[src/design/pid_trapezoid_antiwindup_defines.svh]
// Assertion macros shared by the PID controller RTL.
`ifndef PID_TRAPEZOID_ANTIWINDUP_DEFINES_SVH
`define PID_TRAPEZOID_ANTIWINDUP_DEFINES_SVH

// Same-cycle implication, checked on clk_i outside reset
`define PTA_ASSERT_IMPL(label, ante, cons, msg) \
  label: assert property (@(posedge clk_i) disable iff (!rst_ni) (ante) |-> (cons)) \
    else $error(msg);

// Next-cycle implication, checked on clk_i outside reset
`define PTA_ASSERT_NEXT(label, ante, cons, msg) \
  label: assert property (@(posedge clk_i) disable iff (!rst_ni) (ante) |=> (cons)) \
    else $error(msg);

`endif

[src/design/pta_pkg.sv]
// Shared types and constants of the PID controller.
package pta_pkg;

  // time step is unsigned Q0.16
  localparam int unsigned DT_BITS = 16;
  // integral increment drops the time-step fraction and the trapezoid halving
  localparam int unsigned INC_SHIFT = DT_BITS + 1;
  localparam int unsigned CFG_IDX_BITS = 3;

  typedef enum logic [2:0] {
    REG_KP, REG_KI, REG_KD, REG_OUT_LOW, REG_OUT_HIGH, REG_INTEG_LOW, REG_INTEG_HIGH
  } reg_idx_e;

  // which product the shared multiplier is forming
  typedef enum logic [1:0] {MSEL_P, MSEL_INC, MSEL_I, MSEL_D} msel_e;

  typedef enum logic [3:0] {
    ST_IDLE, ST_LOAD, ST_P_GO, ST_P_WAIT, ST_INC_GO, ST_INC_WAIT, ST_I_GO, ST_I_WAIT,
    ST_ICAND, ST_DIV_GO, ST_DIV_WAIT, ST_D_GO, ST_D_WAIT, ST_SUM, ST_RES, ST_DONE
  } state_e;

  typedef struct packed {
    logic  accept;
    logic  load;
    logic  mul_start;
    msel_e mul_sel;
    logic  div_start;
    logic  icand_en;
    logic  sum_en;
    logic  res_en;
    logic  out_load;
  } pta_cmd_t;

  typedef struct packed {
    logic mul_done;
    logic div_done;
    logic in_skip;
    logic out_busy;
  } pta_sts_t;

endpackage

[src/design/pid_trapezoid_antiwindup.sv]
// Top level of the PID controller with trapezoidal integral and anti-windup.
//
//   channel   dir  handshake              payload
//   s_axis    in   tvalid/tready          tdata: setpoint, measurement, time_step
//                                         tuser: action
//   m_axis    out  tvalid/tready          tdata: drive; tuser: skipped
//   cfg       in   cfg_we_i (no wait)     cfg_index_i, cfg_wdata_i
//
// A compute item makes four passes through the shared 8-bit-per-cycle multiplier
// and one bit-serial rate division; a reset or zero-time-step item skips both.
// One item is in flight at a time; a finished result waits in the output register
// while the next item is taken. Reset clears the gains, limits and loop state.
`include "pid_trapezoid_antiwindup_defines.svh"

module pid_trapezoid_antiwindup
  import pta_pkg::*;
#(
  parameter int unsigned DATA_WIDTH = 32,
  parameter int unsigned FRAC_BITS  = 16
) (
  input  logic                                       clk_i,
  input  logic                                       rst_ni,
  input  logic                                       s_axis_tvalid,
  output logic                                       s_axis_tready,
  // setpoint, measurement, time_step (from bit 0), zero fill
  input  logic [((2*DATA_WIDTH+DT_BITS+7)/8)*8-1:0]  s_axis_tdata,
  // action
  input  logic [0:0]                                 s_axis_tuser,
  output logic                                       m_axis_tvalid,
  input  logic                                       m_axis_tready,
  // drive, zero fill
  output logic [((DATA_WIDTH+7)/8)*8-1:0]            m_axis_tdata,
  // skipped
  output logic [0:0]                                 m_axis_tuser,
  input  logic                                       cfg_we_i,
  input  logic [CFG_IDX_BITS-1:0]                    cfg_index_i,
  input  logic [DATA_WIDTH-1:0]                      cfg_wdata_i
);

  localparam int unsigned W       = DATA_WIDTH;
  localparam int unsigned OUT_TDW = ((DATA_WIDTH + 7) / 8) * 8;

  pta_cmd_t     cmd;
  pta_sts_t     sts;
  logic [W-1:0] out_drive;
  logic         out_skipped;

  pta_ctrl u_ctrl (
    .clk_i      (clk_i),
    .rst_ni     (rst_ni),
    .in_valid_i (s_axis_tvalid),
    .in_ready_o (s_axis_tready),
    .sts_i      (sts),
    .cmd_o      (cmd)
  );

  pta_dp #(.W(W), .FRAC(FRAC_BITS)) u_dp (
    .clk_i            (clk_i),
    .rst_ni           (rst_ni),
    .cmd_i            (cmd),
    .sts_o            (sts),
    .cfg_we_i         (cfg_we_i),
    .cfg_index_i      (cfg_index_i),
    .cfg_wdata_i      (cfg_wdata_i),
    .in_action_i      (s_axis_tuser[0]),
    .in_setpoint_i    (s_axis_tdata[W-1:0]),
    .in_measurement_i (s_axis_tdata[2*W-1:W]),
    .in_time_step_i   (s_axis_tdata[2*W+DT_BITS-1:2*W]),
    .out_valid_o      (m_axis_tvalid),
    .out_ready_i      (m_axis_tready),
    .out_drive_o      (out_drive),
    .out_skipped_o    (out_skipped)
  );

  assign m_axis_tdata    = OUT_TDW'(out_drive);
  assign m_axis_tuser[0] = out_skipped;

  // an accepted item blocks the input until it is finished
  `PTA_ASSERT_NEXT(a_one_in_flight, s_axis_tvalid && s_axis_tready, !s_axis_tready, "second item taken while busy")
  // skipped results carry a zero drive
  `PTA_ASSERT_IMPL(a_skip_zero, m_axis_tvalid && m_axis_tuser[0], m_axis_tdata == '0, "skipped result with nonzero drive")
  // multiplier and divider never finish together
  `PTA_ASSERT_IMPL(a_unit_excl, sts.mul_done, !sts.div_done, "multiplier and divider done together")

endmodule

[src/design/pta_mul.sv]
// Shared sequential multiplier: 8 multiplier bits per cycle, shift and saturate.
module pta_mul
  import pta_pkg::*;
#(
  parameter int unsigned W    = 32,
  parameter int unsigned FRAC = 16
) (
  input  logic         clk_i,
  input  logic         rst_ni,
  input  logic         start_i,
  input  logic [W:0]   a_i,
  input  logic [W:0]   b_i,
  input  logic         frac_sh_i,
  output logic         done_o,
  output logic [W-1:0] res_o
);

  localparam int unsigned PW   = 2 * W + 2;
  localparam int unsigned MDIG = (W + 8) / 8;
  localparam int unsigned CW   = $clog2(MDIG + 1);
  localparam logic [PW-1:0] HALF = PW'(1) << (W - 1);

  logic          busy_q, fin_q, done_q, neg_q, frac_q;
  logic [CW-1:0] cnt_q;
  logic [PW-1:0] mcand_q, acc_q;
  logic [W:0]    mplier_q;
  logic [W-1:0]  res_q;

  logic [W:0]    mag_a, mag_b;
  logic [PW+7:0] prod;
  logic [PW-1:0] shifted, lim, sat_mag;
  logic [W-1:0]  res_d;

  assign mag_a = a_i[W] ? (~a_i + 1'b1) : a_i;
  assign mag_b = b_i[W] ? (~b_i + 1'b1) : b_i;
  assign prod  = mcand_q * mplier_q[7:0];

  // shift out the fraction, truncating the magnitude, then saturate
  always_comb begin
    shifted = frac_q ? (acc_q >> FRAC) : (acc_q >> INC_SHIFT);
    lim     = HALF - PW'(!neg_q);
    sat_mag = (shifted > lim) ? lim : shifted;
    res_d   = neg_q ? (~sat_mag[W-1:0] + 1'b1) : sat_mag[W-1:0];
  end

  // control
  always_ff @(posedge clk_i or negedge rst_ni) begin
    if (!rst_ni) begin
      busy_q <= 1'b0;
      fin_q  <= 1'b0;
      done_q <= 1'b0;
      cnt_q  <= '0;
    end else begin
      done_q <= 1'b0;
      if (start_i) begin
        busy_q <= 1'b1;
        cnt_q  <= '0;
      end else if (busy_q) begin
        cnt_q <= cnt_q + 1'b1;
        if (cnt_q == CW'(MDIG - 1)) begin
          busy_q <= 1'b0;
          fin_q  <= 1'b1;
        end
      end else if (fin_q) begin
        fin_q  <= 1'b0;
        done_q <= 1'b1;
      end
    end
  end

  // operands, accumulator and result
  always_ff @(posedge clk_i) begin
    if (start_i) begin
      mcand_q  <= PW'(mag_a);
      mplier_q <= mag_b;
      acc_q    <= '0;
      neg_q    <= a_i[W] ^ b_i[W];
      frac_q   <= frac_sh_i;
    end else if (busy_q) begin
      acc_q    <= acc_q + prod[PW-1:0];
      mcand_q  <= mcand_q << 8;
      mplier_q <= mplier_q >> 8;
    end
    if (fin_q) begin
      res_q <= res_d;
    end
  end

  assign done_o = done_q;
  assign res_o  = res_q;

endmodule

[src/design/pta_div.sv]
// Restoring divider for the measurement rate: one quotient bit per cycle.
module pta_div
  import pta_pkg::*;
#(
  parameter int unsigned W = 32
) (
  input  logic               clk_i,
  input  logic               rst_ni,
  input  logic               start_i,
  input  logic [W:0]         diff_i,
  input  logic [DT_BITS-1:0] t_i,
  output logic               done_o,
  output logic [W-1:0]       rate_o
);

  localparam int unsigned NB = W + 1 + DT_BITS;
  localparam int unsigned CW = $clog2(NB + 1);
  localparam logic [NB-1:0] HALF = NB'(1) << (W - 1);

  logic               busy_q, fin_q, done_q, neg_q;
  logic [CW-1:0]      cnt_q;
  logic [NB-1:0]      num_q;
  logic [DT_BITS:0]   rem_q;
  logic [DT_BITS-1:0] t_q;
  logic [W-1:0]       rate_q;

  logic [W:0]         mag;
  logic [DT_BITS:0]   trial;
  logic               ge;
  logic [NB-1:0]      lim, quo_sat;
  logic [W-1:0]       rate_d;

  assign mag   = diff_i[W] ? (~diff_i + 1'b1) : diff_i;
  assign trial = {rem_q[DT_BITS-1:0], num_q[NB-1]};
  assign ge    = trial >= {1'b0, t_q};

  // saturate the signed quotient
  always_comb begin
    lim     = HALF - NB'(!neg_q);
    quo_sat = (num_q > lim) ? lim : num_q;
    rate_d  = neg_q ? (~quo_sat[W-1:0] + 1'b1) : quo_sat[W-1:0];
  end

  // control
  always_ff @(posedge clk_i or negedge rst_ni) begin
    if (!rst_ni) begin
      busy_q <= 1'b0;
      fin_q  <= 1'b0;
      done_q <= 1'b0;
      cnt_q  <= '0;
    end else begin
      done_q <= 1'b0;
      if (start_i) begin
        busy_q <= 1'b1;
        cnt_q  <= '0;
      end else if (busy_q) begin
        cnt_q <= cnt_q + 1'b1;
        if (cnt_q == CW'(NB - 1)) begin
          busy_q <= 1'b0;
          fin_q  <= 1'b1;
        end
      end else if (fin_q) begin
        fin_q  <= 1'b0;
        done_q <= 1'b1;
      end
    end
  end

  // dividend shifts out at the top, quotient bits shift in at the bottom
  always_ff @(posedge clk_i) begin
    if (start_i) begin
      num_q <= {mag, {DT_BITS{1'b0}}};
      rem_q <= '0;
      t_q   <= t_i;
      neg_q <= diff_i[W];
    end else if (busy_q) begin
      rem_q <= ge ? (trial - {1'b0, t_q}) : trial;
      num_q <= {num_q[NB-2:0], ge};
    end
    if (fin_q) begin
      rate_q <= rate_d;
    end
  end

  assign done_o = done_q;
  assign rate_o = rate_q;

endmodule

[src/design/pta_dp.sv]
// Datapath: registers, loop state, operand selection, sums, clamps, output register.
module pta_dp
  import pta_pkg::*;
#(
  parameter int unsigned W    = 32,
  parameter int unsigned FRAC = 16
) (
  input  logic                    clk_i,
  input  logic                    rst_ni,
  input  pta_cmd_t                cmd_i,
  output pta_sts_t                sts_o,
  input  logic                    cfg_we_i,
  input  logic [CFG_IDX_BITS-1:0] cfg_index_i,
  input  logic [W-1:0]            cfg_wdata_i,
  input  logic                    in_action_i,
  input  logic [W-1:0]            in_setpoint_i,
  input  logic [W-1:0]            in_measurement_i,
  input  logic [DT_BITS-1:0]      in_time_step_i,
  output logic                    out_valid_o,
  input  logic                    out_ready_i,
  output logic [W-1:0]            out_drive_o,
  output logic                    out_skipped_o
);

  localparam logic [W-1:0] VMAX = {1'b0, {(W-1){1'b1}}};
  localparam logic [W-1:0] VMIN = {1'b1, {(W-1){1'b0}}};

  // sign-extend to W+2
  function automatic logic [W+1:0] ext(input logic [W-1:0] v);
    return {{2{v[W-1]}}, v};
  endfunction

  function automatic logic [W-1:0] sat_w(input logic [W+1:0] x);
    logic ovf;
    ovf = x[W+1:W-1] != {3{x[W+1]}};
    if (ovf) return x[W+1] ? VMIN : VMAX;
    return x[W-1:0];
  endfunction

  // high limit checked first
  function automatic logic [W-1:0] clamp_hl(input logic [W+1:0] x,
                                            input logic [W-1:0] lo,
                                            input logic [W-1:0] hi);
    if ($signed(x) > $signed(ext(hi))) return hi;
    if ($signed(x) < $signed(ext(lo))) return lo;
    return x[W-1:0];
  endfunction

  logic [W-1:0]       kp_q, ki_q, kd_q, olo_q, ohi_q, ilo_q, ihi_q;
  logic [W-1:0]       sp_q, ms_q, e0_q, e1_q, pm_q;
  logic [DT_BITS-1:0] t_q;
  logic [W-1:0]       p_q, inc_q, mi_q, rate_q, d_q, icand_q, res_q;
  logic [W-1:0]       integ_q, prev_meas_q, prev_err_q;
  logic               primed_q, skip_q;
  msel_e              msel_q;
  logic               out_valid_q, out_skip_q;
  logic [W-1:0]       out_drive_q;

  logic [W:0]         mul_a, mul_b;
  logic               mul_frac;
  logic               mul_done, div_done;
  logic [W-1:0]       mul_res, div_rate;
  logic [W-1:0]       e0_d;
  logic [W:0]         div_diff;
  logic [W+1:0]       ocand, rsum;
  logic               commit;

  // configuration writes; unused index ignored
  always_ff @(posedge clk_i or negedge rst_ni) begin
    if (!rst_ni) begin
      kp_q  <= '0;
      ki_q  <= '0;
      kd_q  <= '0;
      olo_q <= '0;
      ohi_q <= '0;
      ilo_q <= '0;
      ihi_q <= '0;
    end else if (cfg_we_i) begin
      unique case (reg_idx_e'(cfg_index_i))
        REG_KP:         kp_q  <= cfg_wdata_i;
        REG_KI:         ki_q  <= cfg_wdata_i;
        REG_KD:         kd_q  <= cfg_wdata_i;
        REG_OUT_LOW:    olo_q <= cfg_wdata_i;
        REG_OUT_HIGH:   ohi_q <= cfg_wdata_i;
        REG_INTEG_LOW:  ilo_q <= cfg_wdata_i;
        REG_INTEG_HIGH: ihi_q <= cfg_wdata_i;
        default: ;
      endcase
    end
  end

  // operand select for the shared multiplier
  always_comb begin
    case (cmd_i.mul_sel)
      MSEL_P: begin
        mul_a    = {kp_q[W-1], kp_q};
        mul_b    = {e0_q[W-1], e0_q};
        mul_frac = 1'b1;
      end
      MSEL_INC: begin
        mul_a    = {e0_q[W-1], e0_q} + {e1_q[W-1], e1_q};
        mul_b    = (W+1)'(t_q);
        mul_frac = 1'b0;
      end
      MSEL_I: begin
        mul_a    = {ki_q[W-1], ki_q};
        mul_b    = {inc_q[W-1], inc_q};
        mul_frac = 1'b1;
      end
      default: begin
        mul_a    = {kd_q[W-1], kd_q};
        mul_b    = {rate_q[W-1], rate_q};
        mul_frac = 1'b1;
      end
    endcase
  end

  pta_mul #(.W(W), .FRAC(FRAC)) u_mul (
    .clk_i     (clk_i),
    .rst_ni    (rst_ni),
    .start_i   (cmd_i.mul_start),
    .a_i       (mul_a),
    .b_i       (mul_b),
    .frac_sh_i (mul_frac),
    .done_o    (mul_done),
    .res_o     (mul_res)
  );

  assign div_diff = {ms_q[W-1], ms_q} - {pm_q[W-1], pm_q};

  pta_div #(.W(W)) u_div (
    .clk_i   (clk_i),
    .rst_ni  (rst_ni),
    .start_i (cmd_i.div_start),
    .diff_i  (div_diff),
    .t_i     (t_q),
    .done_o  (div_done),
    .rate_o  (div_rate)
  );

  assign e0_d  = sat_w(ext(sp_q) - ext(ms_q));
  assign ocand = ext(p_q) + ext(icand_q) + ext(d_q);
  assign rsum  = ext(p_q) + ext(integ_q) + ext(d_q);

  // commit when in range, or when the error pulls back out of saturation
  always_comb begin
    commit = 1'b0;
    if ($signed(ocand) <= $signed(ext(ohi_q)) && $signed(ocand) >= $signed(ext(olo_q)))
      commit = 1'b1;
    else if ($signed(ocand) > $signed(ext(ohi_q)) && e0_q[W-1])
      commit = 1'b1;
    else if ($signed(ocand) < $signed(ext(olo_q)) && !e0_q[W-1] && (e0_q != '0))
      commit = 1'b1;
  end

  // loop state
  always_ff @(posedge clk_i or negedge rst_ni) begin
    if (!rst_ni) begin
      primed_q    <= 1'b0;
      prev_meas_q <= '0;
      prev_err_q  <= '0;
      integ_q     <= '0;
    end else if (cmd_i.accept && in_action_i) begin
      primed_q    <= 1'b0;
      prev_meas_q <= '0;
      prev_err_q  <= '0;
      integ_q     <= '0;
    end else begin
      if (cmd_i.sum_en && commit) begin
        integ_q <= icand_q;
      end
      if (cmd_i.res_en) begin
        primed_q    <= 1'b1;
        prev_meas_q <= ms_q;
        prev_err_q  <= e0_q;
      end
    end
  end

  // working registers
  always_ff @(posedge clk_i) begin
    if (cmd_i.accept) begin
      sp_q   <= in_setpoint_i;
      ms_q   <= in_measurement_i;
      t_q    <= in_time_step_i;
      res_q  <= '0;
      skip_q <= in_action_i | (in_time_step_i == '0);
    end
    if (cmd_i.load) begin
      e0_q <= e0_d;
      e1_q <= primed_q ? prev_err_q : e0_d;
      pm_q <= primed_q ? prev_meas_q : ms_q;
    end
    if (cmd_i.mul_start) begin
      msel_q <= cmd_i.mul_sel;
    end
    if (mul_done) begin
      case (msel_q)
        MSEL_P:   p_q   <= mul_res;
        MSEL_INC: inc_q <= mul_res;
        MSEL_I:   mi_q  <= mul_res;
        default:  d_q   <= (mul_res == VMIN) ? VMAX : (~mul_res + 1'b1);
      endcase
    end
    if (div_done) begin
      rate_q <= div_rate;
    end
    if (cmd_i.icand_en) begin
      icand_q <= clamp_hl(ext(sat_w(ext(integ_q) + ext(mi_q))), ilo_q, ihi_q);
    end
    if (cmd_i.res_en) begin
      res_q <= clamp_hl(rsum, olo_q, ohi_q);
    end
  end

  // output register
  always_ff @(posedge clk_i or negedge rst_ni) begin
    if (!rst_ni) begin
      out_valid_q <= 1'b0;
    end else if (cmd_i.out_load) begin
      out_valid_q <= 1'b1;
    end else if (out_ready_i) begin
      out_valid_q <= 1'b0;
    end
  end

  always_ff @(posedge clk_i) begin
    if (cmd_i.out_load) begin
      out_drive_q <= res_q;
      out_skip_q  <= skip_q;
    end
  end

  assign sts_o.mul_done = mul_done;
  assign sts_o.div_done = div_done;
  assign sts_o.in_skip  = in_action_i | (in_time_step_i == '0);
  assign sts_o.out_busy = out_valid_q & ~out_ready_i;

  assign out_valid_o   = out_valid_q;
  assign out_drive_o   = out_drive_q;
  assign out_skipped_o = out_skip_q;

endmodule

[src/design/pta_ctrl.sv]
// Controller: sequences one item through the multiplier, divider and sums.
module pta_ctrl
  import pta_pkg::*;
(
  input  logic     clk_i,
  input  logic     rst_ni,
  input  logic     in_valid_i,
  output logic     in_ready_o,
  input  pta_sts_t sts_i,
  output pta_cmd_t cmd_o
);

  state_e state_q, state_d;

  always_ff @(posedge clk_i or negedge rst_ni) begin
    if (!rst_ni) state_q <= ST_IDLE;
    else         state_q <= state_d;
  end

  // next state
  always_comb begin
    state_d = state_q;
    unique case (state_q)
      ST_IDLE:     if (in_valid_i) state_d = sts_i.in_skip ? ST_DONE : ST_LOAD;
      ST_LOAD:     state_d = ST_P_GO;
      ST_P_GO:     state_d = ST_P_WAIT;
      ST_P_WAIT:   if (sts_i.mul_done) state_d = ST_INC_GO;
      ST_INC_GO:   state_d = ST_INC_WAIT;
      ST_INC_WAIT: if (sts_i.mul_done) state_d = ST_I_GO;
      ST_I_GO:     state_d = ST_I_WAIT;
      ST_I_WAIT:   if (sts_i.mul_done) state_d = ST_ICAND;
      ST_ICAND:    state_d = ST_DIV_GO;
      ST_DIV_GO:   state_d = ST_DIV_WAIT;
      ST_DIV_WAIT: if (sts_i.div_done) state_d = ST_D_GO;
      ST_D_GO:     state_d = ST_D_WAIT;
      ST_D_WAIT:   if (sts_i.mul_done) state_d = ST_SUM;
      ST_SUM:      state_d = ST_RES;
      ST_RES:      state_d = ST_DONE;
      ST_DONE:     if (!sts_i.out_busy) state_d = ST_IDLE;
      default:     state_d = ST_IDLE;
    endcase
  end

  // commands
  always_comb begin
    cmd_o         = '0;
    cmd_o.mul_sel = MSEL_P;
    in_ready_o    = 1'b0;
    unique case (state_q)
      ST_IDLE: begin
        in_ready_o   = 1'b1;
        cmd_o.accept = in_valid_i;
      end
      ST_LOAD:   cmd_o.load = 1'b1;
      ST_P_GO:   cmd_o.mul_start = 1'b1;
      ST_INC_GO: begin
        cmd_o.mul_start = 1'b1;
        cmd_o.mul_sel   = MSEL_INC;
      end
      ST_I_GO: begin
        cmd_o.mul_start = 1'b1;
        cmd_o.mul_sel   = MSEL_I;
      end
      ST_ICAND:  cmd_o.icand_en = 1'b1;
      ST_DIV_GO: cmd_o.div_start = 1'b1;
      ST_D_GO: begin
        cmd_o.mul_start = 1'b1;
        cmd_o.mul_sel   = MSEL_D;
      end
      ST_SUM:    cmd_o.sum_en = 1'b1;
      ST_RES:    cmd_o.res_en = 1'b1;
      ST_DONE:   cmd_o.out_load = !sts_i.out_busy;
      default: ;
    endcase
  end

endmodule

[config.mk]
export PLATFORM = sky130hd
export DESIGN_NAME = pid_trapezoid_antiwindup
export DESIGN_NICKNAME = d
export VERILOG_FILES = /design/src/design/pta_pkg.sv /design/src/design/pid_trapezoid_antiwindup.sv /design/src/design/pta_mul.sv /design/src/design/pta_div.sv /design/src/design/pta_dp.sv /design/src/design/pta_ctrl.sv
export VERILOG_INCLUDE_DIRS = /design/src /design/src/design
export SDC_FILE = /design/constraint.sdc
export NUM_CORES = 2
export LEC_CHECK = 0
export ABC_AREA = 1
export BUFFER_PORTS_ARGS = -buffer_cell sky130_fd_sc_hd__buf_2
export CAP_MARGIN = 10
export CORE_MARGIN = 1.5
export CORE_UTILIZATION = 54
export DETAILED_ROUTE_END_ITERATION = 10
export GPL_ROUTABILITY_DRIVEN = 0
export PLACE_DENSITY = 0.78
export SYNTH_ARGS = -nofsm -noshare
export SYNTH_HDL_FRONTEND = slang
export SYNTH_SLANG_ARGS = --single-unit
[constraint.sdc]
create_clock -name clk_i -period 8.17 [get_ports clk_i]
set_input_delay 1.2255 -clock clk_i [delete_from_list [all_inputs] [get_ports clk_i]]
set_output_delay 1.2255 -clock clk_i [all_outputs]
set_load 0.01 [all_outputs]
==> After elaboration in Yosys (flattened, before gate mapping) <==
Index checks and enable logic that the tools add are counted.
{ "word_totals": {"regBits": 1090, "inputBits": 121, "out_inout_bits": 35, "elab_cells": 275} }
{ "op_classes": {"n_addsub": 20, "multipliers": 1, "magnitude_cmp": 11, "eq_ne": 39, "n_mux": 102, "n_bitwise": 13, "reduce_logical": 38} }
{ "ops": {"columns": ["operator", "count"], "rows": [
  ["$mux W32", 29],
  ["$mux W33", 7],
  ["$pmux W33 S3", 2],
  ["$add A32 B32 Y33", 4],
  ["$add A33 B1 Y33 const B", 3],
  ["$not A33 Y33", 3],
  ["$mux W49", 2],
  ["$add A32 B1 Y32 const B", 3],
  ["$not A32 Y32", 3],
  ["$add A34 B34 Y34", 2],
  ["$gt A34 B32 Y1", 2],
  ["$lt A34 B32 Y1", 2],
  ["$add A66 B66 Y66", 1],
  ["$gt A50 B66 Y1", 1],
  ["$mul A66 B8 Y66", 1],
  ["$sub A32 B1 Y33 const A", 2],
  ["$sub A32 B32 Y33", 2],
  ["$pmux W4 S16", 1],
  ["$mux W50", 1],
  ["$gt A49 B49 Y1", 1],
  ["$mux W1", 46],
  ["$ge A34 B32 Y1", 1],
  ["$le A34 B32 Y1", 1],
  ["$eq A32 B32 Y1 const B", 1],
  ["40 further kinds", 103]
]} }

==> Depth between registers and ports, before layout <==
{ "logic_depth": {"depth_word": 13, "ltp_mapped": 40, "ltp_nobuf": 39} }

==> Cells and area by module <==
From an unflattened synthesis, not the netlist that was laid out.
{ "unflattened": {"hier_cells": 10275, "area_unflattened_um2": 83707.8} }
{ "modules_own_cells": {"columns": ["module", "n_inst", "cells_per_inst", "area_per_inst_um2", "seq_area_each_um2"], "rows": [
  ["pta_dp", 1, 5044, 45544.9, 21150.3],
  ["pta_mul", 1, 4055, 29324.4, 5134.9],
  ["pta_div", 1, 1103, 8361.8, 3328.2],
  ["pta_ctrl", 1, 73, 476.7, 100.1]
]} }

==> Worst setup path after synthesis <==
No wires, ideal clock.
{ "synth_path": {"path_type": "register -> register", "from": "reg u_dp.integ_q[2]", "to": "reg u_dp.res_q[22], data pin", "setup_ns": 0.267, "arrival_ns": 5.811, "required_time_ns": 7.903, "slack_ns": 2.093, "stages_incl_launch_ff": 35, "n_path_buf": 1, "period_less_slack_ns": 6.077, "path_cell_list": "dfrtp_1 -> ha_1 -> a21oi_1 -> nand2_1 -> a21oi_1 -> o21ai_0 -> a21oi_1 -> o21ai_0 -> a21boi_0 -> o21ai_0 -> a21boi_0 -> o21ai_0 -> xor2_1 -> ha_1 -> nand2_1 -> nor4_1 -> nand3_1 -> nand3_1 -> nand3_1 -> o211ai_1 -> nand2_1 -> a22o_1 -> ha_1 -> nand2_1 -> inv_1 -> nand3_1 -> nor3_1 -> and3_1 -> o2111ai_1 -> a31o_2 -> nand2_1 -> clkbuf_1 -> nand2_1 -> o21ai_0 -> a21oi_1"} }
{ "synth_between": {"elab_chain_cells": 9, "elab_cells_between_ends": 13, "cone_classes": "add/sub (2); order compare (2); mux (9)"} }
{ "synth_lines": {"columns": ["element", "line", "rtl"], "rows": [
  ["start, declared", "pta_dp.sv:53", "logic [W-1:0] integ_q, prev_meas_q, prev_err_q;"],
  ["start signal, assigned", "pta_dp.sv:170", "integ_q <= icand_q;"],
  ["$add A32 B32 Y33 (*)", "pta_dp.sv:143", "assign rsum = ext(p_q) + ext(integ_q) + ext(d_q);"],
  ["$add A34 B34 Y34 (*)", "pta_dp.sv:143", null],
  ["$lt A34 B32 Y1", "pta_dp.sv:45", "if ($signed(x) < $signed(ext(lo))) return lo;"],
  ["$mux W1 (2 in series)", "pta_dp.sv:45", null],
  ["$mux W1", "pta_dp.sv:211", "if (cmd_i.res_en) begin"],
  ["$mux W32", "pta_dp.sv:46", "return x[W-1:0];"],
  ["$mux W32 (*)", "pta_dp.sv:45", null],
  ["$mux W32 (*)", "pta_dp.sv:211", null],
  ["end signal, assigned", "pta_dp.sv:212", "res_q <= clamp_hl(rsum, olo_q, ohi_q);"],
  ["end, declared", "pta_dp.sv:52", "logic [W-1:0] p_q, inc_q, mi_q, rate_q, d_q, icand_q, res_q;"]
]} }
Every way passes the cells marked *; elsewhere a longest branch is shown, timed or not. The select of a mux whose other input is x is not followed.
A chain may end at the register's enable or synchronous reset.

==> Final worst setup path <==
{ "layout_path": {"from": "reg u_dp.integ_q[3]", "to": "reg u_dp.res_q[9], data pin"} }
The elaborated chain is that of the path after synthesis.

==> results <==
- Row generation in the floorplan step produced about 150 rows.
- After synthesis, the share of flip-flops with an asynchronous set or reset is 0.313.
- The maximum buffer depth of the clock tree is 3.
- Yosys mapped a number of flops with a built-in enable equal to 618.
- The detailed router put a total of 98,000 µm of wire on met1.
- The count of buffers added on input and output ports is 155.
- The core region is approximately 160,000 µm².
- The pre-antenna-repair detailed-routing pass consisted of 10 iterations.
- The startpoint identified for the worst register-to-register timing path is u_dp.integ_q[3]$_DFFE_PN0P_.
- The total met2 wirelength after detailed routing is 122,000 µm.
- Setup repair after global routing left no endpoint under its margin.
- The signed area change from the synthesized netlist to the final layout is 7.84%.
- For the worst flop-to-flop path, the logic depth is 35.
- The number of failing hold endpoints at the final stage is 0.
- The clock net in this run drives a total of between 1,000 and 1,500 sinks.
- The cell count after synthesis came out at 10,700.
- The fraction of final layout cells sized beyond drive strength 1 is 0.0527.
- At the pin with the least slew margin, the transition time is 1.29 ns.
- The biggest cell delay along the critical path is 0.42 ns.
- In this design, the critical path's most frequently occurring cell is sky130_fd_sc_hd__nand2_1.
- In this run the remaining antenna-violating nets after routing total 0.
- The routed layout has 77,100 vias.
- The initial antenna violation count is 14.
- The clock latency reported for the late side of the worst-skew pair is 0.82 ns.
- The placed standard-cell area is 87,700 µm².
- In the synthesized netlist the dominant register cell turns out to be sky130_fd_sc_hd__edfxtp_1.
- The number of global-route vias before repair came to between 70,000 and 80,000.
- Setup violations remaining at the end of the flow were counted as 0.
- The total detailed-routing wirelength is 270,000 µm.
- The number of DRC violations after detailed routing is 0.
- The floorplan step set the die width to about 400 µm.
- The reg-to-reg endpoint is u_dp.res_q[9]$_SDFFCE_PN0P_.
- The all-layer global routing usage is 0.334.
- The number of fillers in the final layout is 13,400.
- Post-CTS timing repair inserted 0 buffers for setup.
- The shortest period the worst path allows is 7.61 ns.
- The initial standard-cell utilization of the core is 0.545.
- Along the worst path, the maximum fanout reaches 18.
- Dividing the detail-routed wire length by the instance count gives 21.1 µm.
- The flow ran to the end, and the final reports show no timing, DRC or antenna violations.
- Detailed placement ended at an HPWL of 203,000 µm.
- The path class of the tightest hold or removal check is primary input to async pin.
- The die footprint is around 160,000 µm².
- The top cell types in the final layout, fill and taps aside, are sky130_fd_sc_hd__nand2_1, sky130_fd_sc_hd__inv_1, sky130_fd_sc_hd__o21ai_0.
- The first routing iteration left a little under 9,000 violations.
- For this design, the CTS-stage hold fixing added 0 buffers.
- Summed over all nets, wire length on met3 after detailed routing comes to 29,800 µm.
- The number of maximum-capacitance violations is 0.
- The cell chosen for the clock root is sky130_fd_sc_hd__clkbuf_16.
- The yosys synthesis warning count is 0.
- The floorplan step set the die height to 400 µm.
- The worst setup path is of the register to register kind.
- The multi-input combinational cell area is 47,800 µm².
- The number of H-tree levels is 3.
- The worst setup path is launched from a register.
- The first global-routing pass estimated 417,000 µm of wire.
- The final instance area is between 90,000 and 100,000 µm².
- For this run the aggregate overflow at the end of global routing stands at 0.
- At the worst endpoint, the arrival time is 8.28 ns.
- The CTS tree is built.
- The mean number of vias per cell is 6.01.
- Clock tree synthesis inserted a total of 118 buffers.
- The area of all sequential standard cells is 29,700 µm².
- Measured against its own limit, the worst slew margin works out to 0.135.
- The count of different cell masters after synthesis is 78.
- For the final database, setup skew stands at roughly 0.11 ns.
- After clock tree synthesis, the repair step resized 0 gates.
- The peak clock frequency supported by timing is 0.131 GHz.
- The post-synthesis area per instance is 7.97 µm².
- The slack of the worst reg-to-reg path is approximately 0.56 ns.
- The net count reported at finish is 11,800.
- The final period utilization is 0.932.
- The clock slew at the register clock pins of the worst setup and hold paths is approximately 0.06 ns.
- The endpoint required time on the critical path is 8.83 ns.
- The worst setup path is captured at a register.
- Summing every instance area after synthesis gives approximately 85,000 µm².
- The count of pins over their slew limit came to 0.
- The sum of negative setup slack is 0 ns.
- The sequential cell area fraction in the yosys report is 0.349.
- During I/O placement, the number of pins put on the boundary was about 160.
- The total of flip-flops plus latches after synthesis is 1,090.
- The highest metal layer carrying signal wires in the routed design is met5.
- Synthesis produced a netlist with a net count of 11,900.
- Among all stages on the critical path, the largest delay is contributed by sky130_fd_sc_hd__dfrtp_1.
- The library cell used most frequently in the layout, excluding fill and tap cells, is sky130_fd_sc_hd__nand2_1.
- The maximum number of pins on one net before global-route repair is 116.
-- flip-flops by register name (all words and copies together), names as in the netlist, 33 cells and up --
register and flops:
u_dp.u_div.num_q 49, u_dp.u_mul.acc_q 66, u_dp.u_mul.mcand_q 66, u_dp.u_mul.mplier_q 33
-- synthesized netlist by cell type (39+ instances only) --
cell type / instances / area, µm²
sky130_fd_sc_hd__buf_1: 40 / 150
sky130_fd_sc_hd__a31oi_1: 84 / 526
sky130_fd_sc_hd__xor2_1: 189 / 1660
sky130_fd_sc_hd__nor3_1: 108 / 541
sky130_fd_sc_hd__o22ai_1: 67 / 419
sky130_fd_sc_hd__fa_1: 433 / 8670
sky130_fd_sc_hd__nand3_1: 491 / 2460
sky130_fd_sc_hd__a221oi_1: 39 / 342
sky130_fd_sc_hd__inv_1: 1631 / 6120
sky130_fd_sc_hd__clkbuf_1: 294 / 1100
sky130_fd_sc_hd__o21ai_1: 76 / 380
sky130_fd_sc_hd__o21ai_0: 859 / 4300
sky130_fd_sc_hd__dfrtp_1: 341 / 8530
sky130_fd_sc_hd__a21oi_1: 664 / 3320
sky130_fd_sc_hd__edfxtp_1: 618 / 18600
sky130_fd_sc_hd__nand4_1: 100 / 626
sky130_fd_sc_hd__dfxtp_1: 131 / 2620
sky130_fd_sc_hd__nand2_1: 2661 / 9990
sky130_fd_sc_hd__nor4_1: 43 / 269
sky130_fd_sc_hd__ha_1: 625 / 7820
sky130_fd_sc_hd__xnor2_1: 123 / 1080
sky130_fd_sc_hd__nor2_1: 643 / 2410
-- how the worst max path moves through the flow --
stage	endpoint	start
after floorplan	u_dp.res_q[22]$_SDFFCE_PN0P_	u_dp.integ_q[2]$_DFFE_PN0P_
after global placement	u_dp.icand_q[20]$_DFFE_PP_	u_dp.integ_q[1]$_DFFE_PN0P_
after detailed placement	u_dp.icand_q[13]$_DFFE_PP_	u_dp.integ_q[1]$_DFFE_PN0P_
after CTS	u_dp.icand_q[6]$_DFFE_PP_	u_dp.integ_q[1]$_DFFE_PN0P_
after global routing	u_dp.integ_q[1]$_DFFE_PN0P_	u_dp.icand_q[0]$_DFFE_PP_
final	u_dp.res_q[9]$_SDFFCE_PN0P_	u_dp.integ_q[3]$_DFFE_PN0P_
-- per-stage QoR --
step	instances	worst slack, ns	util	hold WS, ns
2_1_floorplan	10700	2.09	-	0.400
3_3_place_gp	12600	0.951	0.561	0.402
3_5_place_dp	12600	0.641	0.561	0.405
4_1_cts	12800	0.646	0.587	0.419
5_1_grt	12800	0.0367	0.587	0.421
6_report	12800	0.557	0.587	0.393
-- cells by family (layout without fill, tap and decap cells) --
logic type	after synthesis	count (layout)	synth area share
xor+xnor	313	313	0.0323
mux	3	3	0.000382
flops	1090	1090	0.349
other cells	1	10	0.0000440
simple gates	4155	4155	0.201
buf+inv	2026	2104	0.0907
compound gates	2042	2042	0.133
fa+ha+maj	1058	1058	0.194
-- metal layers --
layer | vias to the layer above | global-route usage
met4 | 8 | 0.224
met5 | - | 0
li1 | 35000 | -
met3 | 1137 | 0.0789
met2 | 4744 | 0.528
met1 | 36300 | 0.407
-- final cells by class --
class                           instances  share of cell area
Clock buffer                          149              0.0346
Clock inverter                         76              0.0105
Timing Repair Buffer                  229              0.0147
Multi-Input combinational cell       7572               0.521
Tap cell                             2058              0.0280
Inverter                             1650              0.0676
Sequential cell                      1090               0.323
Antenna cell                            9            0.000245
-- worst max-delay path, delay by kind of cell (launching register included) --
family | cells | cell delay [ns]
AO/OA/AOI/OAI | 12 | 2.57
buffers and inverters | 5 | 0.98
adder cells (fa/ha/maj) | 3 | 1.16
XOR/XNOR | 1 | 0.12
AND/OR/NAND/NOR | 14 | 2.20
flip-flops | 1 | 0.42
Power is left out: the tool's default activity adds up to more than one toggle a clock period on the data nets, which glitch-free logic cannot reach.
